$ cat src/fractional_delay_line_macros.svh
// assertion macros for the fractional delay line rtl
`ifndef FRACTIONAL_DELAY_LINE_MACROS_SVH
`define FRACTIONAL_DELAY_LINE_MACROS_SVH
`ifndef SYNTH
// same-cycle implication
`define FDL_ASSERT_IMP(lbl, clk, rstn, ante, cons) \
  lbl: assert property (@(posedge clk) disable iff (!rstn) (ante) |-> (cons)) \
    else $error("fdl assertion failed");
// next-cycle implication
`define FDL_ASSERT_NEXT(lbl, clk, rstn, ante, cons) \
  lbl: assert property (@(posedge clk) disable iff (!rstn) (ante) |=> (cons)) \
    else $error("fdl assertion failed");
`else
`define FDL_ASSERT_IMP(lbl, clk, rstn, ante, cons)
`define FDL_ASSERT_NEXT(lbl, clk, rstn, ante, cons)
`endif
`endif

$ cat src/fdl_pkg.sv
// shared types and constants of the fractional delay line
`default_nettype none
package fdl_pkg;

  localparam int unsigned DEPTH_DEF   = 65536;
  localparam int unsigned SAMPLE_BITS = 16;
  localparam int unsigned FRAC_BITS   = 16;

  // fixed port widths
  localparam int unsigned LEN_W = 17;
  localparam int unsigned WS_W  = 18;
  localparam int unsigned TAP_W = 16;

  // shared multiply-add unit
  localparam int unsigned MAC_A_W = 36;
  localparam int unsigned MAC_B_W = 18;
  localparam int unsigned MAC_C_W = 55;

  typedef struct packed {
    logic                        en;
    logic signed [MAC_A_W-1:0]   a;
    logic signed [MAC_B_W-1:0]   b;
    logic signed [MAC_C_W-1:0]   c;
  } mac_op_t;

  // divide by six, one byte per step
  localparam int unsigned DIV_W      = 40;
  localparam int unsigned DIV_DIGIT  = 8;
  localparam logic [2:0]  DIV_STEPS  = 3'd5;
  localparam logic [10:0] DIV6_RECIP = 11'd1366;
  localparam int unsigned DIV6_SHIFT = 13;

  // bias that keeps the dividend positive, and its image in the quotient
  localparam logic signed [DIV_W-1:0] DIV_BIAS   = 40'sd51539607552;
  localparam logic signed [DIV_W-1:0] QUO_OFFSET = 40'sd8589934592;

endpackage
`default_nettype wire

$ cat src/fdl_mac.sv
// shared multiply-add unit with registered result
`default_nettype none
module fdl_mac (
  input  wire logic                                  clk_i,
  input  wire fdl_pkg::mac_op_t                      op_i,
  output logic signed [fdl_pkg::MAC_C_W-1:0]         acc_o
);

  logic signed [fdl_pkg::MAC_A_W+fdl_pkg::MAC_B_W-1:0] prod;
  logic signed [fdl_pkg::MAC_C_W-1:0]                  acc_d;
  logic signed [fdl_pkg::MAC_C_W-1:0]                  acc_q;

  assign prod  = op_i.a * op_i.b;
  assign acc_d = fdl_pkg::MAC_C_W'(prod) + op_i.c;

  always_ff @(posedge clk_i) begin
    if (op_i.en) begin
      acc_q <= acc_d;
    end
  end

  assign acc_o = acc_q;

endmodule
`default_nettype wire

$ cat config.mk
export PLATFORM = sky130hd
export DESIGN_NAME = fdl_mac
export DESIGN_NICKNAME = d
export VERILOG_FILES = /design/src/fractional_delay_line_macros.svh /design/src/fdl_pkg.sv /design/src/fdl_mac.sv
export SDC_FILE = /design/constraint.sdc
export NUM_CORES = 2
export LEC_CHECK = 0
export BUFFER_PORTS_ARGS = -buffer_cell sky130_fd_sc_hd__buf_4
export CAP_MARGIN = 20
export CELL_PAD_IN_SITES_DETAIL_PLACEMENT = 2
export CELL_PAD_IN_SITES_GLOBAL_PLACEMENT = 2
export CORE_ASPECT_RATIO = 1.1
export CORE_MARGIN = 1
export CORE_UTILIZATION = 41
export DETAILED_ROUTE_END_ITERATION = 8
export PLACE_DENSITY = 0.83
export REMOVE_ABC_BUFFERS = 1
export SLEW_MARGIN = 10
export SYNTH_ARGS = -nofsm -noshare
export SYNTH_HDL_FRONTEND = slang
export SYNTH_SLANG_ARGS = --single-unit
export TNS_END_PERCENT = 1
$ cat constraint.sdc
create_clock -name clk_i -period 10.8 [get_ports clk_i]
set_input_delay 1.62 -clock clk_i [delete_from_list [all_inputs] [get_ports clk_i]]
set_output_delay 1.62 -clock clk_i [all_outputs]
set_load 0.005 [all_outputs]
[Word-level counts from Yosys, hierarchy flattened]
Index checks and enable logic that the tools add are counted.
Word-level totals
  bits in registers: 55
  latch bits: 0
  RAM bits: 0
  memory bits (read-only): 0
  input port bits: 111
  logic and storage cells: 3
  memories: 0
Cells by class
  $add $sub $neg: 1
  multipliers: 1
  divide/modulo/power cells: 0
  $lt $le $gt $ge: 0
  eq/ne operators: 0
  shift-type cells: 0
  muxes and demuxes: 0
  bitwise operators: 0
  reduce and logical (&&, ||, !) cells: 0
Operators with widths (count)
  adder 54 x 55 -> 55 bit: 1
  multiplier 36 x 18 -> 54 bit: 1

[Logic depth before layout (Yosys ltp)]
  word-level depth: 2
  gate-level depth with buffers: 26
  mapped depth without buffers: 24

[Worst setup path after synthesis]
OpenSTA, ideal clock, no wires.
  path kind: input-to-reg
  start point: input port op_i[55] in the netlist's numbering
  end point: register acc_q, in the netlist acc_o[53] (data pin)
  data arrival time: 7.835 ns
  required time: 10.593 ns
  path slack: 2.758 ns
  stages: 19
  cell sequence: clkbuf_1 > clkbuf_1 > and2_1 > fa_1 > fa_1 > fa_1 > inv_1 > fa_1 > fa_1 > inv_1 > fa_1 > ha_1 > ha_1 > a21o_1 > a21o_1 > a21oi_1 > o21ai_0 > a221o_1 > a2111oi_0
On the way
  cells in the longest elaborated chain, start to end: 2
Ends and longest elaborated chain
  start: declaration: line fdl_mac.sv:5  | input wire fdl_pkg::mac_op_t op_i,
  multiplier 36 x 18 -> 54 bit: line fdl_mac.sv:13  | assign prod = op_i.a * op_i.b;
  adder 54 x 55 -> 55 bit: line fdl_mac.sv:14  | assign acc_d = fdl_pkg::MAC_C_W'(prod) + op_i.c;
  named net acc_d (one bit): line fdl_mac.sv:10  | logic signed [fdl_pkg::MAC_C_W-1:0] acc_d;
  end signal: assignment: line fdl_mac.sv:18  | acc_q <= acc_d;
  end: declaration: line fdl_mac.sv:11  | logic signed [fdl_pkg::MAC_C_W-1:0] acc_q;
The timed path passes the listed nets, and every way through them passes these cells.
A chain may end at the register's enable or synchronous reset.

[Worst setup path in the final report]
  start point: input port op_i[64] in the netlist's numbering
  end point: register acc_q, in the netlist acc_o[54] (data pin)
The elaborated chain is that of the path after synthesis.

==> impl_metrics.env <==
export IMPL_status="finished, final reports clean"
export IMPL_synthTopCellsByArea="fa_1 53%, inv_1 9.7%, ha_1 7.4%, edfxtp_1 6.5%, nand2_1 6.5%"
export IMPL_vias_per_cell=5.31
export IMPL_cp_arrival_ns=8.60
export IMPL_end_kind="flip-flop"
export IMPL_syn_cell_area_sq_mm=0.0253
export IMPL_dr_pass1_iters=5
export IMPL_layout_drive_gt1_share=0.0666
export IMPL_netlist_cell_type_count=54
export IMPL_cts_hold_buf=0
export IMPL_wl_per_cell_microns=25.7
export IMPL_ys_warn_count=0
export IMPL_max_freq_mhz=117
export IMPL_setup_viol=0
export IMPL_synth_edf_count=55
export IMPL_regArea_sq_mm=0.00165
export IMPL_first_iter_violations=614
export IMPL_cts_resized=0
export IMPL_min_period_ns=8.54
export IMPL_synth_top_cell_area_share=0.533
export IMPL_cts_root_buffer="clkbuf_16"
export IMPL_fillers=6620
export IMPL_htreeDepth=2
export IMPL_crit_chain="buf_4 -> nand2_1 -> fa_1 -> inv_1 -> fa_1 -> inv_1 -> fa_1 -> inv_1 -> fa_1 -> fa_1 -> fa_1 -> fa_1 -> ha_1 -> nand2_1 -> or4_1 -> o211ai_2 -> nand2_1 -> o31ai_1 -> a31oi_1 -> xnor2_1"
export IMPL_ios=166
export IMPL_dieHeight_microns=263
export IMPL_rsz0062_at_grt="no"
export IMPL_cp_required_ns=10.85
export IMPL_gp_congestion=0.875
export IMPL_grt_start_max_net_pins=56
export IMPL_area_growth_pct=7.62
export IMPL_grt_use_total=0.303
export IMPL_synth_seq_area_share=0.0652
export IMPL_synthArstFlopShare=0
export IMPL_clk_pin_slew_ns=0.09
export IMPL_post_cts_repair_setup_buffers=0
export IMPL_nets=3666
export IMPL_critPathMostFrequentCell="fa_1"
export IMPL_drt_wl_total_mm=91.3
export IMPL_hold_end="acc_o[0]$_DFFE_PP_"
export IMPL_clockBufferDepth=2
export IMPL_synth_seq_cells=55
export IMPL_worst_pin_slew_ns=0.838
export IMPL_grt_overflow=0
export IMPL_start_kind="input pin"
export IMPL_drv_cap=0
export IMPL_max_stage_delay_ns=0.59
export IMPL_die_w_microns=239
export IMPL_finalMaxSlewViolations=0
export IMPL_ys_flop_type="edfxtp_1"
export IMPL_grt_pass1_wl_mm=142
export IMPL_cp_max_fo=37
export IMPL_final_util=0.446
export IMPL_crit_slowest_cell="fa_1"
export IMPL_relSlewSlack=0.441
export IMPL_largest_reg_flops=55
export IMPL_finalHoldViolCount=0
export IMPL_vias=18889
export IMPL_multi_input_area_sq_mm=0.0207
export IMPL_min_delay_start="op_i[0]"
export IMPL_synth_top_area_cell="fa_1"
export IMPL_detail_route_antenna_nets=0
export IMPL_post_place_ws_ns=1.77
export IMPL_drc=0
export IMPL_antenna_found_initial=2
export IMPL_rows=95
export IMPL_fin_setup_tns_ns=0
export IMPL_hold_class="in -> reg"
export IMPL_cts_tree="done"
export IMPL_core_area_sq_mm=0.0611
export IMPL_design_die_area_sq_mm=0.0628
export IMPL_port_buffers=165
export IMPL_dpl_hpwl_mm=75.8
export IMPL_syn_inst=2696
export IMPL_setup_ws_ns=2.26
export IMPL_cts_made_buffers=5
export IMPL_whs_ns=1.63
export IMPL_grt_pass1_vias=24005
export IMPL_avgSynthCellArea_sq_um=9.40
export IMPL_finalCritPeriodShare=0.791
export IMPL_whs_path_depth=2
export IMPL_initial_core_util=0.415
export IMPL_cts_sinks=55
export IMPL_path_class="in -> reg"
==> worst max-delay path: cells and delay by family <==
kind / cells / cell delay, ns
adders and majority gates: 8 / 4.02
AOI/OAI and AO/OA: 3 / 1.04
and+or+nand+nor: 4 / 1.02
buffers and inverters: 4 / 0.68
xor gates and xnor gates: 1 / 0.17
==> cell usage after synthesis (15+ instances only) <==
| master | instances |
|---|---|
| nor3_1 | 15 |
| ha_1 | 150 |
| nand2_1 | 436 |
| edfxtp_1 | 55 |
| nand3_1 | 15 |
| xor2_1 | 15 |
| inv_1 | 653 |
| a21oi_1 | 53 |
| xnor2_1 | 42 |
| nor2_1 | 62 |
| a21o_1 | 28 |
| o21ai_0 | 35 |
| and2_1 | 218 |
| clkbuf_1 | 138 |
| fa_1 | 675 |
==> worst max-delay path by stage <==
stage	from	to	slack [ns]
3_3_place_gp	op_i[55]	acc_o[46]$_DFFE_PP_	2.18
2_1_floorplan	op_i[108]	acc_o[53]$_DFFE_PP_	3.20
4_1_cts	op_i[55]	acc_o[53]$_DFFE_PP_	2.08
5_1_grt	op_i[58]	acc_o[53]$_DFFE_PP_	1.95
3_5_place_dp	op_i[55]	acc_o[53]$_DFFE_PP_	1.77
6_report	op_i[64]	acc_o[54]$_DFFE_PP_	2.26
==> cells in the final DEF, fill, tap and decap left out, drive strengths merged, types with 4 or more instances in the layout <==
cell | netlist | final
edfxtp | 55 | 55
inv | 653 | 655
o21bai | 10 | 10
a211oi | 12 | 12
ha | 150 | 150
and2 | 218 | 218
nor2 | 62 | 62
a21oi | 53 | 53
xnor2 | 42 | 42
nor2b | 4 | 4
fa | 675 | 675
nand2b | 10 | 10
buf | 3 | 168
xor2 | 15 | 15
nand2 | 437 | 437
a31oi | 8 | 8
a21o | 28 | 28
clkbuf | 138 | 5
nand4 | 9 | 9
o21ai | 37 | 37
nand3 | 15 | 15
o211ai | 8 | 8
nor3 | 15 | 15
==> layer usage <==
| layer | vias up | wire (microns) | global-route usage |
|---|---|---|---|
| li1 | 7894 | - | - |
| met1 | 10325 | 33900 | 0.345 |
| met4 | 0 | 3310 | 0.108 |
| met3 | 185 | 2770 | 0.0229 |
| met2 | 485 | 51300 | 0.583 |
| met5 | - | 0 | 0 |
==> cells by family after synthesis <==
kind of cell             count (synthesis)  synth area share
adder cells (fa/ha/maj)                825             0.607
buffers and inverters                  794             0.118
AND/OR/NAND/NOR                        782             0.143
AO/OA/AOI/OAI                          182            0.0468
XOR/XNOR                                57            0.0197
flip-flops                              55            0.0652
multiplexers                             1          0.000395
==> layout make-up <==
| type | count | share of cell area |
|---|---|---|
| antenna | 3 | 0.000275 |
| clock buffer | 5 | 0.00459 |
| clock inverter | 3 | 0.000826 |
| inverter | 653 | 0.0899 |
| multi-input combinational | 1847 | 0.759 |
| sequential | 55 | 0.0606 |
| tap | 824 | 0.0378 |
| timing repair buffer | 168 | 0.0468 |
==> through the flow <==
step	instance area, sq um	cells
floorplan	24800	2555
global placement	27100	3545
global route	27300	3555
CTS	27200	3553
detailed placement	27100	3545
finish	27300	3558
Power is not shown: default switching activity piles up to over one toggle a cycle in this logic, so the estimate is an artifact.
