$ cat src/fractional_delay_line_macros.svh
// assertion macros for the fractional delay line rtl
`ifndef FRACTIONAL_DELAY_LINE_MACROS_SVH
`define FRACTIONAL_DELAY_LINE_MACROS_SVH
`ifndef SYNTH
// same-cycle implication
`define FDL_ASSERT_IMP(lbl, clk, rstn, ante, cons) \
  lbl: assert property (@(posedge clk) disable iff (!rstn) (ante) |-> (cons)) \
    else $error("fdl assertion failed");
// next-cycle implication
`define FDL_ASSERT_NEXT(lbl, clk, rstn, ante, cons) \
  lbl: assert property (@(posedge clk) disable iff (!rstn) (ante) |=> (cons)) \
    else $error("fdl assertion failed");
`else
`define FDL_ASSERT_IMP(lbl, clk, rstn, ante, cons)
`define FDL_ASSERT_NEXT(lbl, clk, rstn, ante, cons)
`endif
`endif

$ cat src/fdl_ram.sv
// generic simple dual-port ram with registered read
`default_nettype none
module fdl_ram #(
  parameter int unsigned WIDTH = 16,
  parameter int unsigned DEPTH = 64
) (
  input  wire logic                                        clk_i,
  input  wire logic                                        we_i,
  input  wire logic [((DEPTH > 1) ? $clog2(DEPTH) : 1)-1:0] waddr_i,
  input  wire logic [WIDTH-1:0]                            wdata_i,
  input  wire logic [((DEPTH > 1) ? $clog2(DEPTH) : 1)-1:0] raddr_i,
  output logic      [WIDTH-1:0]                            rdata_o
);

  logic [WIDTH-1:0] mem [DEPTH];

  always_ff @(posedge clk_i) begin
    if (we_i) begin
      mem[waddr_i] <= wdata_i;
    end
    rdata_o <= mem[raddr_i];
  end

endmodule
`default_nettype wire

$ cat config.mk
export PLATFORM = sky130hd
export DESIGN_NAME = fdl_ram
export DESIGN_NICKNAME = d
export VERILOG_FILES = /design/src/fractional_delay_line_macros.svh /design/src/fdl_ram.sv
export SDC_FILE = /design/constraint.sdc
export NUM_CORES = 1
export LEC_CHECK = 0
export ABC_AREA = 1
export ABC_CLOCK_PERIOD_IN_PS = 3000
export BUFFER_PORTS_ARGS = -buffer_cell sky130_fd_sc_hd__buf_2
export CAP_MARGIN = 20
export CORE_MARGIN = 2
export CORE_UTILIZATION = 25
export DETAILED_ROUTE_END_ITERATION = 10
export GPL_ROUTABILITY_DRIVEN = 0
export PLACE_DENSITY = 0.49
export SLEW_MARGIN = 20
export SYNTH_ARGS = -nofsm -noshare
export SYNTH_HDL_FRONTEND = slang
export SYNTH_SLANG_ARGS = --single-unit
export TNS_END_PERCENT = 100
$ cat constraint.sdc
create_clock -name clk_i -period 3 [get_ports clk_i]
set_input_delay 0.3 -clock clk_i [delete_from_list [all_inputs] [get_ports clk_i]]
set_output_delay 0.3 -clock clk_i [all_outputs]
set_load 0.1 [all_outputs]
### Word-level counts from Yosys, hierarchy flattened

Memory sizes are Yosys's and may differ from the RTL's. A register that Yosys moved wholly into a read port is not among the register bits.
Index checks and enable logic that the tools add are counted.
Widths: inputs -> output; s select.

* multiplexer cells: 2

Operator list (count)
* $mux 1: 2

* RAM bits: 1024
* bits of input ports: 30
* register bits: 0
* logic and storage cells: 3
* output and inout port bits: 16
* memories kept: 1

Memory list
* mem: depth 64, bits a word 16, read ports 1, clocked after memory_dff 1, write ports 1, line fdl_ram.sv:15 `logic [WIDTH-1:0] mem [DEPTH];`

### Logic depth before layout (Yosys ltp)

Gate-level depths: netlist (run 1).

* depth in word-level cells: 2
* gate-level depth with buffers: 12
* gate-level depth less buffers: 9

### Worst setup path before layout (run 1)

No wires, ideal clock.

* path type: input -> register
* start point: input port we_i
* end point: memory mem[48][0], enable pin
* stages on the path: 3
* required time: 2.569 ns
* setup time: 0.431 ns
* slack: 0.146 ns
* path buffers: 1
* arrival time: 2.424 ns
* path through: clkbuf_1 nand4_1 nor4_1

* cells in the longest elaborated chain, start to end: 2

Ends and longest elaborated chain
* start: declaration: line fdl_ram.sv:8 `input wire logic we_i,`
* $mux 1: line fdl_ram.sv:18 `if (we_i) begin`
* $mux 1 (not written as such): line fdl_ram.sv:19 `mem[waddr_i] <= wdata_i;`
* end: declaration: line fdl_ram.sv:15

Every way passes these cells.

### Worst setup path in the final report (run 1)

* start point: register rdata_o[6], read port of mem
* end point: output port rdata_o[6]

RTL lines
* start: declaration: line fdl_ram.sv:12 `output logic [WIDTH-1:0] rdata_o`

No word-level cell between the ends.

==> results of run 1 <==
==> logic make-up (layout without fill, tap and decap cells) <==
| logic type | after synthesis | after routing | share of synthesized area |
|---|---|---|---|
| and+or+nand+nor | 2240 | 2240 | 0.2266 |
| DFF | 1040 | 1040 | 0.7380 |
| buffers and inverters | 237 | 416 | 0.03537 |
| other | 0 | 1 | 0 |
==> stage by stage <==
step	cell area, sq um	hold slack, ps	setup WS (ps)	instances	util
3_3_place_gp	45310	798.2	511.8	5685	0.2710
5_1_grt	48920	115.4	896.3	5900	0.2926
3_5_place_dp	45310	811.3	469.7	5685	0.2710
6_report	48920	116.5	932.2	5901	0.2926
2_1_floorplan	42100	398.9	145.9	3517	-
4_1_cts	48920	110.0	831.0	5900	0.2926
==> flip-flops by register name, summed over array words and instances, names as in the netlist <==
register and flops:
mem 1024, rdata_o 16
==> cell usage after synthesis (2+ instances only) <==
library cell	number
dfxtp_1	16
inv_2	2
buf_2	113
nand4_1	9
buf_4	19
nand2_1	1296
edfxtp_1	1024
buf_1	17
nor2_1	56
nor4_1	8
inv_1	9
nand3_1	871
buf_6	49
clkbuf_1	26
==> power by group <==
part	switching, mW	internal [mW]
Combinational	1.72	0.503
Clock	5.75	7.82
Sequential	0.0579	16.1
Total	7.53	24.4
==> metal layers <==
metal / wire, microns / track usage
met5: 0 / 0
met3: 5765 / 0.01755
met2: 59880 / 0.2308
met1: 57450 / 0.2020
met4: 3663 / 0.04396
==> final cells by class <==
type                            instances  area [sq um]
Tap cell                             2204          2758
Clock inverter                         67         568.0
Clock buffer                          148          3042
Multi-Input combinational cell       2240          9641
Sequential cell                      1040         31070
Inverter                               12         73.82
Timing Repair Buffer                  189          1770
Antenna cell                            1         2.502
Fill cell                           17030        118300
==> how the worst max path moves through the flow <==
stage                       endpoint  slack, ps  cells past startpoint
after detailed placement  rdata_o[3]        470                     11
after global routing      rdata_o[7]        900                      1
after floorplan           mem[48][0]        150                      3
final                     rdata_o[6]        930                      1
after global placement    rdata_o[8]        510                     11
after CTS                 rdata_o[7]        830                      1
==> flow_metrics.tcl, run 1 <==
set metrics [dict create \
    status "finished clean" \
    fin_worst_skew_ps 25.09 \
    antenna_found_initial 5 \
    seq_area_frac_synth 0.7380 \
    synth_cells 3517 \
    synth-seq-cells 1040 \
    async_reset_ff_frac 0 \
    cellLeakagePower_nw 17.22 \
    synth_flop_cell "edfxtp_1" \
    whs_path_depth 2 \
    cp_cell_sequence "buf_2" \
    drt.antenna.violating_nets 0 \
    post-route-period-util 0.6893 \
    fin_crit_ps 2068 \
    numCtsBuffers 113 \
    hold_start "wdata_i[2]" \
    final_nets 3626 \
    grt_pass1_wl_microns 184000 \
    r2r_setup_slack_ps 1400 \
    syn_nets 3547 \
    critPathArrivalTime_ps 1770 \
    clockBufferDepth 3 \
    clk_latency_ps 700 \
    drt-vias-per-instance 4.605 \
    area_growth_pct 16.21 \
    cp_top_family "flip-flops" \
    grt_start_max_net_pins 113 \
    critPathSlowestCell "dfxtp_1" \
    postSynthAreaPerCell_sq_um 11.97 \
    setup.worst_path.start "rdata_o[6]" \
    cts_max_level 3 \
    ioPinCount 46 \
    most-common-layout-cells "nand2_1, edfxtp_1, nand3_1, clkbuf_16, buf_4" \
    hold_buffers 0 \
    ys_types 16 \
    path_clk_slew_ps 60 \
    peakVddDrop_mv 0.4799 \
    worst_setup_path_start_kind "register" \
    firstDrtPassIters 5 \
    tightest_slew_ps 919.1 \
    overflow 0 \
    cp_max_fo 1 \
    syn_area_sq_um 42100 \
    hold_violations 0 \
    fin_setup_tns_ps 0 \
    yosysTopAreaCell "edfxtp_1" \
    wire_per_inst_microns 21.48 \
    tritoncts "done" \
    numPortBuffers 45 \
    max_stage_delay_ps 560 \
    dieArea_sq_um 171700 \
    critPathCaptureType "primary output" \
    dr_total_vias 27180 \
    cp_data_required_time_ps 2700 \
    coreArea_sq_um 167200 \
    relSlewSlack 0.3872 \
    grt_pass1_vias 25670 \
    initial_core_util 0.2518 \
    clock_sinks 1040 \
    drv_slew 0 \
    power.total_mw 31.94 \
    worstHoldPathType "input pin to register" \
    dieWidth_microns 414.4 \
    rows 150 \
    max_freq_mhz 483.6 \
    final_common_cell "nand2_1" \
    holdPathEnd "mem[6][2]" \
    cap_viol_max_count 0 \
    setup_viol 0 \
    wl_microns 126800 \
    synth_edf_count 1024 \
    worst-setup-path-type "register to primary output" \
    crit_buf_inv 1 \
    die_h_microns 414.4 \
    post-cts-setup-buffers 0 \
    cts-root-buf "clkbuf_16" \
    drive_gt1_frac 0.1025 \
    ys_warn_count 0 \
    synth_area_leaders "edfxtp_1, nand2_1, nand3_1" \
    ff2ff_path_depth 8 \
    drt_iter0_drc 2363 \
    rsz0062_at_grt "no" \
    synth_top_area_share 0.7304 \
    rr_startpoint "mem[15][8]" \
    drc_errors 0 \
    ctsResizeCount 0 \
    grt_usage 0.1436 \
    power_density_nw_per_um2 652.8 \
    reg2reg_to "rdata_o[8]" \
    post-dp-hpwl_microns 71390 \
]
Note: power is estimated with default switching activity, not from simulation.
==> inputs of run 2 (changes only) <==
Settings changed: ABC_CLOCK_PERIOD_IN_PS 3000 to 1700.
Clock period 3 ns to 1.7 ns, I/O delays scaled along.
==> flow_metrics.tcl, run 2 (synthesized netlist as in run 1, its figures left out) <==
set metrics [dict create \
    status "finished clean" \
    cp_data_required_time_ps 1530 \
    critPathCaptureType "primary output" \
    numCtsBuffers 110 \
    holdPathEnd "rdata_o[5]" \
    post-dp-hpwl_microns 78220 \
    most-common-layout-cells "nand2_1, edfxtp_1, nand3_1, buf_4, buf_12" \
    worstHoldPathType "input pin to register" \
    drt-vias-per-instance 4.534 \
    dieWidth_microns 414.4 \
    dieArea_sq_um 171700 \
    ff2ff_path_depth 8 \
    cellLeakagePower_nw 18.70 \
    max_freq_mhz 626.2 \
    relSlewSlack 0.5986 \
    clk_latency_ps 720 \
    overflow 0 \
    drc_errors 0 \
    tightest_slew_ps 602.0 \
    area_growth_pct 23.97 \
    cts-root-buf "clkbuf_16" \
    internal_power_mw 44.68 \
    numPortBuffers 45 \
    critPathArrivalTime_ps 1430 \
    r2r_setup_slack_ps 140 \
    placed_area_sq_um 48200 \
    final_common_cell "nand2_1" \
    drt.antenna.violating_nets 0 \
    power_density_nw_per_um2 1112 \
    rr_startpoint "mem[30][10]" \
    power_frac_comb 0.078 \
    wl_microns 128500 \
    fin_crit_ps 1597 \
    tritoncts "done" \
    rsz0062_at_grt "no" \
    stdcell_area_sq_um 52190 \
    hold_start "raddr_i[5]" \
    cp_top_family "flip-flops" \
    power.total_mw 58.02 \
    cp_cell_sequence "buf_6" \
    setup_viol 0 \
    clockBufferDepth 3 \
    worst_setup_path_start_kind "register" \
    cts_max_level 3 \
    peakVddDrop_mv 0.8236 \
    grt_start_max_net_pins 65 \
    wire_per_inst_microns 21.04 \
    p_seq_frac 0.491 \
    grt_pass1_vias 27140 \
    regMostFlops "mem" \
    largest_registers "mem: 1024 flops, rdata_o: 16 flops" \
    max_stage_delay_ps 460 \
    reg2reg_to "rdata_o[10]" \
    coreArea_sq_um 167200 \
    fin_worst_skew_ps 21.41 \
    largest_reg_flops 1024 \
    cap_viol_max_count 0 \
    die_h_microns 414.4 \
    worst-setup-path-type "register to primary output" \
    whs_path_depth 4 \
    firstDrtPassIters 5 \
    critPathSlowestCell "dfxtp_2" \
    switching_share 0.2299 \
    post-route-period-util 0.9393 \
    clock_sinks 1040 \
    initial_core_util 0.2518 \
    grt_pass1_wl_microns 188300 \
    drive_gt1_frac 0.1594 \
    hold_violations 0 \
    path_clk_slew_ps 50 \
    ioPinCount 46 \
    drt_iter0_drc 2607 \
    dr_total_vias 27700 \
    grt_usage 0.1475 \
    p_clk_frac 0.430 \
    antenna_found_initial 1 \
    final_nets 3841 \
    cp_max_fo 1 \
    switching_power_mw 13.34 \
    crit_buf_inv 1 \
    rows 150 \
    drv_slew 0 \
]
-- run 2: cell types whose count changed in the layout (fill, tap and decap cells not counted), sizes merged --
cell,previous run,this run
bufinv,8,16
diode,1,2
inv,17,14
clkinv,51,38
dlygate4sd3,0,16
buf,189,391
clkbuf,148,145
-- run 2: through the flow --
| stage | hold WS, ps | setup WS [ps] | utilization | std cells | setup TNS, ps |
|---|---|---|---|---|---|
| 3_3_place_gp | 495.3 | -394.5 | 0.2882 | 5887 | -4390 |
| 4_1_cts | 80.80 | 6.191 | 0.3121 | 6107 | 0 |
| 2_1_floorplan | 268.9 | -471.3 | - | 3517 | -146070 |
| 6_report | 118.0 | 103.1 | 0.3121 | 6109 | 0 |
| 3_5_place_dp | 498.0 | -413.6 | 0.2882 | 5887 | -4317 |
| 5_1_grt | 82.91 | 27.37 | 0.3121 | 6107 | 0 |
-- run 2: power by group through the flow --
stage | sequential, mW | clock, mW | combinational (mW)
floorplan | 29.3 | 0 | 1.94
global placement | 29.1 | 0 | 4.51
detailed placement | 29.1 | 0 | 4.52
CTS | 28.5 | 25.4 | 4.61
global route | 28.5 | 26.5 | 4.92
finish | 28.5 | 25.0 | 4.55
-- run 2: cell type report --
cell class	instances	area, sq um
fill	16680	115000
sequential	1040	31080
multi-input combinational	2240	9831
timing repair buffer	407	4681
clock buffer	145	3027
tap	2204	2758
clock inverter	59	720.7
inverter	12	87.58
antenna	2	5.005
-- run 2: worst max path at each step --
stage	slack, ps	from	to	depth (start not counted)
detailed placement	-410	raddr_i[0]	rdata_o[10]	12
floorplan	-470	we_i	mem[48][0]	3
CTS	6	rdata_o[4]	rdata_o[4]	1
global route	30	rdata_o[4]	rdata_o[4]	1
finish	100	rdata_o[5]	rdata_o[5]	1
global placement	-390	raddr_i[0]	rdata_o[10]	12
-- run 2: what timing repair did --
action / 4_1_cts / 5_1_grt
buffers inserted: 0 / 0
hold buffers: 16 / 0
resized for setup: 31 / 0
endpoints found under the hold margin: 466 / 0
setup endpoints to repair: 16 / 0
-- run 2: routing by layer --
| metal | track usage | routed length [microns] |
|---|---|---|
| met4 | 0.04849 | 4061 |
| met5 | 0 | 0 |
| met3 | 0.01982 | 6273 |
| met1 | 0.1993 | 56760 |
| met2 | 0.2436 | 61450 |
