### config.mk
export PLATFORM = sky130hd
export DESIGN_NAME = fdl_div6
export DESIGN_NICKNAME = d
export VERILOG_FILES = /design/src/fractional_delay_line_macros.svh /design/src/fdl_pkg.sv /design/src/fdl_div6.sv
export SDC_FILE = /design/constraint.sdc
export NUM_CORES = 1
export LEC_CHECK = 0
export CAP_MARGIN = 40
export CORE_MARGIN = 2
export CORE_UTILIZATION = 40
export CTS_CLUSTER_SIZE = 30
export DETAILED_ROUTE_END_ITERATION = 12
export DONT_BUFFER_PORTS = 1
export SKIP_LAST_GASP = 1
export SLEW_MARGIN = 15
export SYNTH_ARGS = -nofsm -noshare
export SYNTH_HDL_FRONTEND = slang
export SYNTH_SLANG_ARGS = --single-unit
### constraint.sdc
create_clock -name clk_i -period 5.55 [get_ports clk_i]
set_input_delay 0.555 -clock clk_i [delete_from_list [all_inputs] [get_ports clk_i]]
set_output_delay 0.555 -clock clk_i [all_outputs]
set_load 0.01 [all_outputs]
### src/fractional_delay_line_macros.svh
// assertion macros for the fractional delay line rtl
`ifndef FRACTIONAL_DELAY_LINE_MACROS_SVH
`define FRACTIONAL_DELAY_LINE_MACROS_SVH
`ifndef SYNTH
// same-cycle implication
`define FDL_ASSERT_IMP(lbl, clk, rstn, ante, cons) \
  lbl: assert property (@(posedge clk) disable iff (!rstn) (ante) |-> (cons)) \
    else $error("fdl assertion failed");
// next-cycle implication
`define FDL_ASSERT_NEXT(lbl, clk, rstn, ante, cons) \
  lbl: assert property (@(posedge clk) disable iff (!rstn) (ante) |=> (cons)) \
    else $error("fdl assertion failed");
`else
`define FDL_ASSERT_IMP(lbl, clk, rstn, ante, cons)
`define FDL_ASSERT_NEXT(lbl, clk, rstn, ante, cons)
`endif
`endif

### src/fdl_pkg.sv
// shared types and constants of the fractional delay line
`default_nettype none
package fdl_pkg;

  localparam int unsigned DEPTH_DEF   = 65536;
  localparam int unsigned SAMPLE_BITS = 16;
  localparam int unsigned FRAC_BITS   = 16;

  // fixed port widths
  localparam int unsigned LEN_W = 17;
  localparam int unsigned WS_W  = 18;
  localparam int unsigned TAP_W = 16;

  // shared multiply-add unit
  localparam int unsigned MAC_A_W = 36;
  localparam int unsigned MAC_B_W = 18;
  localparam int unsigned MAC_C_W = 55;

  typedef struct packed {
    logic                        en;
    logic signed [MAC_A_W-1:0]   a;
    logic signed [MAC_B_W-1:0]   b;
    logic signed [MAC_C_W-1:0]   c;
  } mac_op_t;

  // divide by six, one byte per step
  localparam int unsigned DIV_W      = 40;
  localparam int unsigned DIV_DIGIT  = 8;
  localparam logic [2:0]  DIV_STEPS  = 3'd5;
  localparam logic [10:0] DIV6_RECIP = 11'd1366;
  localparam int unsigned DIV6_SHIFT = 13;

  // bias that keeps the dividend positive, and its image in the quotient
  localparam logic signed [DIV_W-1:0] DIV_BIAS   = 40'sd51539607552;
  localparam logic signed [DIV_W-1:0] QUO_OFFSET = 40'sd8589934592;

endpackage
`default_nettype wire

### src/fdl_div6.sv
// floor division by six, one byte of the dividend per cycle
`default_nettype none
module fdl_div6 (
  input  wire logic                        clk_i,
  input  wire logic                        rst_ni,
  input  wire logic                        start_i,
  input  wire logic [fdl_pkg::DIV_W-1:0]   num_i,
  output logic                             done_o,
  output logic      [fdl_pkg::DIV_W-1:0]   quo_o
);

  logic [2:0]                    cnt_q;
  logic                          done_q;
  logic [2:0]                    rem_q;
  logic [fdl_pkg::DIV_W-1:0]     num_q;
  logic [fdl_pkg::DIV_W-1:0]     quo_q;
  logic [10:0]                   part;
  logic [21:0]                   prod;
  logic [fdl_pkg::DIV_DIGIT-1:0] digit;
  logic [10:0]                   back;

  // partial remainder and next byte, below 1536
  assign part  = {rem_q, num_q[fdl_pkg::DIV_W-1 -: fdl_pkg::DIV_DIGIT]};
  assign prod  = 22'(part) * 22'(fdl_pkg::DIV6_RECIP);
  assign digit = prod[fdl_pkg::DIV6_SHIFT +: fdl_pkg::DIV_DIGIT];
  assign back  = (11'(digit) << 2) + (11'(digit) << 1);

  always_ff @(posedge clk_i or negedge rst_ni) begin
    if (!rst_ni) begin
      cnt_q  <= '0;
      done_q <= 1'b0;
    end else begin
      done_q <= (cnt_q == 3'd1);
      if (start_i) begin
        cnt_q <= fdl_pkg::DIV_STEPS;
      end else if (cnt_q != '0) begin
        cnt_q <= cnt_q - 3'd1;
      end
    end
  end

  always_ff @(posedge clk_i) begin
    if (start_i) begin
      num_q <= num_i;
      rem_q <= '0;
    end else if (cnt_q != '0) begin
      num_q <= num_q << fdl_pkg::DIV_DIGIT;
      quo_q <= {quo_q[fdl_pkg::DIV_W-fdl_pkg::DIV_DIGIT-1:0], digit};
      rem_q <= 3'(part - back);
    end
  end

  assign done_o = done_q;
  assign quo_o  = quo_q;

endmodule
`default_nettype wire

# After elaboration in Yosys (flattened, before gate mapping)
# Index checks and enable logic that the tools add are counted.
# W data, S select, Z words.
# word_totals
regBits	87
# classes
add_sub_neg	3
n_mul	1
eq_ne	1
muxes	4
bitwise_logic	1
reduce_logical	3
# ops
operator	n
$mux W40	2
$mul A11 B10 Y20 const B	1
$mux W3	2
$add A3 B3 Y3	1
$eq A3 B1 Y1 const B	1
$reduce_bool A3 Y1	1
$sub A3 B1 Y3 const B	1
$sub A3 B3 Y3	1
$reduce_and A2 Y1	1
$reduce_bool A2 Y1	1
$not A1 Y1	1

# Logic depth before layout (Yosys ltp)
# logic_depth
depth_word	3
mapped_depth	20
ltp_nobuf	20

# Least setup slack after synthesis
# No wires, ideal clock.
# synth_path
path_kind	reg-to-reg
from	reg num_q[33] in the netlist's numbering
to	reg rem_q[2]
setup_time_ns	0.143
t_arrival_ns	5.041
t_required_ns	5.407
setup_slack_ns	0.365
stages_incl_launch_ff	19
path_buffers	0
synth_period_minus_slack_ns	5.185
path_cell_list	edfxtp_1 ha_1 fa_1 fa_1 inv_1 fa_1 fa_1 inv_1 ha_1 a211oi_1 o211ai_1 o21a_1 a21oi_1 xnor2_1 ha_1 xor2_1 xnor3_1 xnor2_1 o2bb2ai_1
# synth_between
elab_chain_len	3
# synth_lines
element	line	source
from (decl)	fdl_div6.sv:15	logic [fdl_pkg::DIV_W-1:0] num_q;
from (signal assigned)	fdl_div6.sv:44	num_q <= num_i;
from (signal assigned)	fdl_div6.sv:47	num_q <= num_q << fdl_pkg::DIV_DIGIT;
$mul A11 B10 Y20	fdl_div6.sv:24	assign prod = 22'(part) * 22'(fdl_pkg::DIV6_RECIP);
named net prod[13]	fdl_div6.sv:18	logic [21:0] prod;
$add A3 B3 Y3	fdl_div6.sv:26	assign back = (11'(digit) << 2) + (11'(digit) << 1);
$sub A3 B3 Y3	fdl_div6.sv:49	rem_q <= 3'(part - back);
to (signal assigned)	fdl_div6.sv:49	
to (decl)	fdl_div6.sv:14	logic [2:0] rem_q;
# The timed path passes the listed nets, and every way through them passes these cells.
# A chain may end at the register's enable or synchronous reset.

# Final worst setup path
# Ends and elaborated chain as after synthesis.

==> metrics.txt <==
# TYPE chip_impl_metric gauge
chip_impl_metric{name="yosys_warnings",unit=""} 0
chip_impl_metric{name="via_count_of_the_first_global_routing_pass",unit=""} 2634
chip_impl_metric{name="dp_worst_setup_slack",unit="ps"} 199.4
chip_impl_metric{name="maxCapViolCount",unit=""} 0
chip_impl_metric{name="place_congestion",unit=""} 0.8482
chip_impl_metric{name="timing.final.crit_period",unit="ps"} 5306
chip_impl_info{name="start_kind",value="register"} 1
chip_impl_metric{name="post-route-drc-count",unit=""} 0
chip_impl_metric{name="crit_required",unit="ps"} 5760
chip_impl_metric{name="vias_per_cell",unit=""} 4.770
chip_impl_metric{name="fin_util",unit="%"} 45.15
chip_impl_metric{name="totalNegativeSetupSlack",unit="ps"} 0
chip_impl_metric{name="worst-r2r-cell-count",unit=""} 18
chip_impl_info{name="ys_top_cells_by_area",value="edfxtp_1 (47%), ha_1 (16%), fa_1 (9.8%), mux2_2 (7.0%), inv_1 (4.7%)"} 1
chip_impl_metric{name="area_of_the_multi_input_gates",unit="sq mm"} 0.002275
chip_impl_metric{name="worstHoldPathCells",unit=""} 1
chip_impl_metric{name="fillers",unit=""} 1110
chip_impl_info{name="hp-class",value="in -> reg"} 1
chip_impl_metric{name="die_h",unit="um"} 117.1
chip_impl_info{name="tritoncts",value="done"} 1
chip_impl_metric{name="timing.final.setup_violations",unit=""} 0
chip_impl_metric{name="wirelength",unit="um"} 8131
chip_impl_metric{name="slew-limit-headroom",unit="%"} 65.84
chip_impl_metric{name="critical_path_buf_inv_count",unit=""} 2
chip_impl_metric{name="clock_tree.htree_level_count",unit=""} 3
chip_impl_metric{name="post_synthesis_area_per_instance",unit="sq um"} 14.24
chip_impl_metric{name="dieWidth",unit="um"} 117.1
chip_impl_metric{name="slew_viol_final",unit=""} 0
chip_impl_metric{name="critical_path_cell_count",unit=""} 18
chip_impl_info{name="post-synth-top-area-cell",value="edfxtp_1"} 1
chip_impl_metric{name="synth_nets",unit=""} 494
chip_impl_metric{name="tritoncts.num_buffers",unit=""} 9
chip_impl_metric{name="floorplan.die_area",unit="sq mm"} 0.01370
chip_impl_metric{name="worst_setup_hold_path_clk_slew",unit="ps"} 60
chip_impl_metric{name="timing.critical_path.fanout_max",unit=""} 4
chip_impl_metric{name="ys_seq_elements",unit=""} 87
chip_impl_metric{name="finish.net_count",unit=""} 506
chip_impl_info{name="timing_worst_setup_path_type",value="reg -> reg"} 1
chip_impl_info{name="setup.worst_path.end_class",value="register"} 1
chip_impl_metric{name="area_of_placed_instances",unit="sq mm"} 0.005336
chip_impl_metric{name="detailedRoute.firstPassIterationCount",unit=""} 4
chip_impl_metric{name="period_utilization",unit="%"} 95.60
chip_impl_metric{name="fmax",unit="MHz"} 188.5
chip_impl_metric{name="row_count",unit=""} 41
chip_impl_metric{name="detail_route.wl_per_cell",unit="um"} 14.84
chip_impl_metric{name="final_worst_setup_slack",unit="ps"} 244.1
chip_impl_metric{name="floorplan.io_pins",unit=""} 84
chip_impl_metric{name="start_util",unit="%"} 40.69
chip_impl_metric{name="clock_path_buffers",unit=""} 2
chip_impl_metric{name="track_usage",unit="%"} 12.59
chip_impl_metric{name="hpwl_after_detailed_placement",unit="um"} 6248
chip_impl_metric{name="worst-slew-pin-transition",unit="ps"} 509.1
chip_impl_metric{name="hold_viol",unit=""} 0
chip_impl_metric{name="grt_pass1_wl",unit="um"} 12880
chip_impl_metric{name="clkSinkCount",unit=""} 87
chip_impl_metric{name="grt_antenna_before_repair",unit=""} 0
chip_impl_metric{name="clkLatencyLatePin",unit="ps"} 340
chip_impl_metric{name="skew",unit="ps"} 8.235
chip_impl_metric{name="drtAntennaViolNets",unit=""} 0
chip_impl_metric{name="cells_after_synth",unit=""} 359
chip_impl_metric{name="synth.top_cell.area_share",unit="%"} 46.98
chip_impl_metric{name="stdcell_area",unit="sq mm"} 0.005674
chip_impl_metric{name="ys_seq_area_share",unit="%"} 50.11
chip_impl_metric{name="detailroute.via_count",unit=""} 2614
chip_impl_metric{name="worst-endpoint-arrival",unit="ps"} 5520
chip_impl_info{name="cts.root.buffer_cell",value="clkbuf_16"} 1
chip_impl_info{name="path_delay_family",value="adder cells"} 1
chip_impl_info{name="crit_chain",value="ha_1 > fa_1 > fa_1 > inv_1 > fa_1 > fa_1 > inv_1 > ha_1 > a211oi_1 > o211ai_1 > o21a_1 > a21oi_1 > xnor2_2 > ha_1 > xor2_1 > xnor3_1 > xnor2_1 > o2bb2ai_1"} 1
chip_impl_metric{name="syn_to_final_growth",unit="%"} 10.96
chip_impl_metric{name="grt_max_degree",unit=""} 48
chip_impl_metric{name="yosysUniqueCellTypes",unit=""} 42
chip_impl_info{name="critPathMostFrequentCell",value="fa_1"} 1
chip_impl_metric{name="drive_gt1_share",unit="%"} 17.29
chip_impl_metric{name="core_region_area",unit="sq mm"} 0.01257
chip_impl_metric{name="overflow",unit=""} 0
chip_impl_metric{name="cpPeakStageDelay",unit="ps"} 550
chip_impl_metric{name="numPortBuffers",unit=""} 0
chip_impl_metric{name="synthesis.area",unit="sq mm"} 0.005114
chip_impl_metric{name="sequential_cell_area_in_the_final_layout",unit="sq mm"} 0.002562
chip_impl_info{name="status",value="complete, no violations"} 1
chip_impl_metric{name="antenna_cells_inserted",unit=""} 0
chip_impl_metric{name="drtIter0Drc",unit=""} 85
chip_impl_info{name="worst_path_max_delay_cell",value="fa_1"} 1
==> flip-flops by register name (all words and copies together) (netlist names) <==
| signal | count |
|---|---|
| quo_o | 40 |
| rem_q | 3 |
| done_o | 1 |
| cnt_q | 3 |
| num_q | 40 |
==> cell usage after synthesis <==
master     number
a21oi_2         1
o41ai_4         1
and2_1          8
o21a_1          1
nand2_8         1
clkbuf_1        4
xor2_1          3
a31oi_2         1
nand2_2         1
o2bb2ai_1       1
a31oi_1         1
inv_1          64
a211oi_1        3
dfxtp_1         3
nor2_2          1
nand4_1         2
o211ai_1        1
o21ai_0         2
dfrtp_1         4
nor2_1          8
fa_1           25
a21oi_1        11
xnor2_1        13
o21bai_1        1
buf_6           1
and2b_2         1
xnor3_1         1
nor2b_1         1
a221oi_2        1
a21o_1          2
ha_1           67
clkbuf_8        1
mux2_2         32
nand2b_1        2
clkinv_1        1
edfxtp_1       80
and3_1          1
or2_2           1
a21o_2          1
o21ai_1         2
nand3_1         2
o31ai_1         1
==> routing by layer <==
layer  vias up  part of all wire (%)  track usage [%]
met2        66                    47            19.61
met3        12                   6.5            4.943
li1       1273                     -                -
met1      1263                    45            15.83
met5         -                     0                0
met4         0                   1.5            4.941
==> worst paths after layout <==
kind | slack, ps | endpoint | startpoint
hold / removal | 280 | cnt_q[1]$_DFFE_PN0P_ | start_i
setup / recovery | 240 | rem_q[2]$_SDFFE_PP0N_ | num_q[33]$_DFFE_PP_
setup reg to reg | 240 | rem_q[2]$_SDFFE_PP0N_ | num_q[33]$_DFFE_PP_
min in group asynchronous | 480 | done_o$_DFF_PN0_ | rst_ni
max in group asynchronous | 4900 | cnt_q[1]$_DFFE_PN0P_ | rst_ni
hold reg to reg | 490 | done_o$_DFF_PN0_ | cnt_q[2]$_DFFE_PN0P_
==> through the flow <==
step           cells  hold WS (ps)
2_1_floorplan    359         259.4
3_3_place_gp     526         259.5
3_5_place_dp     528         259.5
4_1_cts          545         258.3
5_1_grt          548         269.9
6_report         548         279.7
==> cell type report <==
cell class              instances  share of cell area (%)
flip-flops and latches         87                   45.16
multi-input cells             201                   40.09
inverters                      65                   4.300
clock buffers                   9                   3.969
well taps                     172                   3.793
repair buffers                  7                   1.411
clock inverters                 7                   1.279
==> timing repair <==
item | 4_1_cts | 5_1_grt
buffers inserted | 0 | 3
hold buffers | 1 | 0
setup endpoints to repair | 0 | 1
endpoints found under the hold margin | 4 | 0
resized for setup | 0 | 1
==> placed cells by master (no fill, tap or decap), drive strengths merged, types with 2 or more instances in the layout <==
cell / count
ha: 67
nand2: 2
a21o: 3
o21ai: 4
nand3: 2
nand2b: 2
mux2: 32
nor2: 9
and2: 8
nand4: 2
xor2: 3
a21oi: 12
a31oi: 2
clkbuf: 9
edfxtp: 80
xnor2: 13
dfrtp: 4
buf: 6
fa: 25
dfxtp: 3
clkinvlp: 2
clkinv: 4
inv: 65
a211oi: 3
==> cell families after synthesis <==
family,synth area share [%]
xor gates and xnor gates,3.181
muxes,7.047
AOI/OAI and AO/OA,4.502
DFF,50.11
buffers and inverters,5.554
and+or+nand+nor,3.426
adders and majority gates,26.18
Power is not shown: default switching activity piles up to over one toggle a cycle in this logic, so the estimate is an artifact.
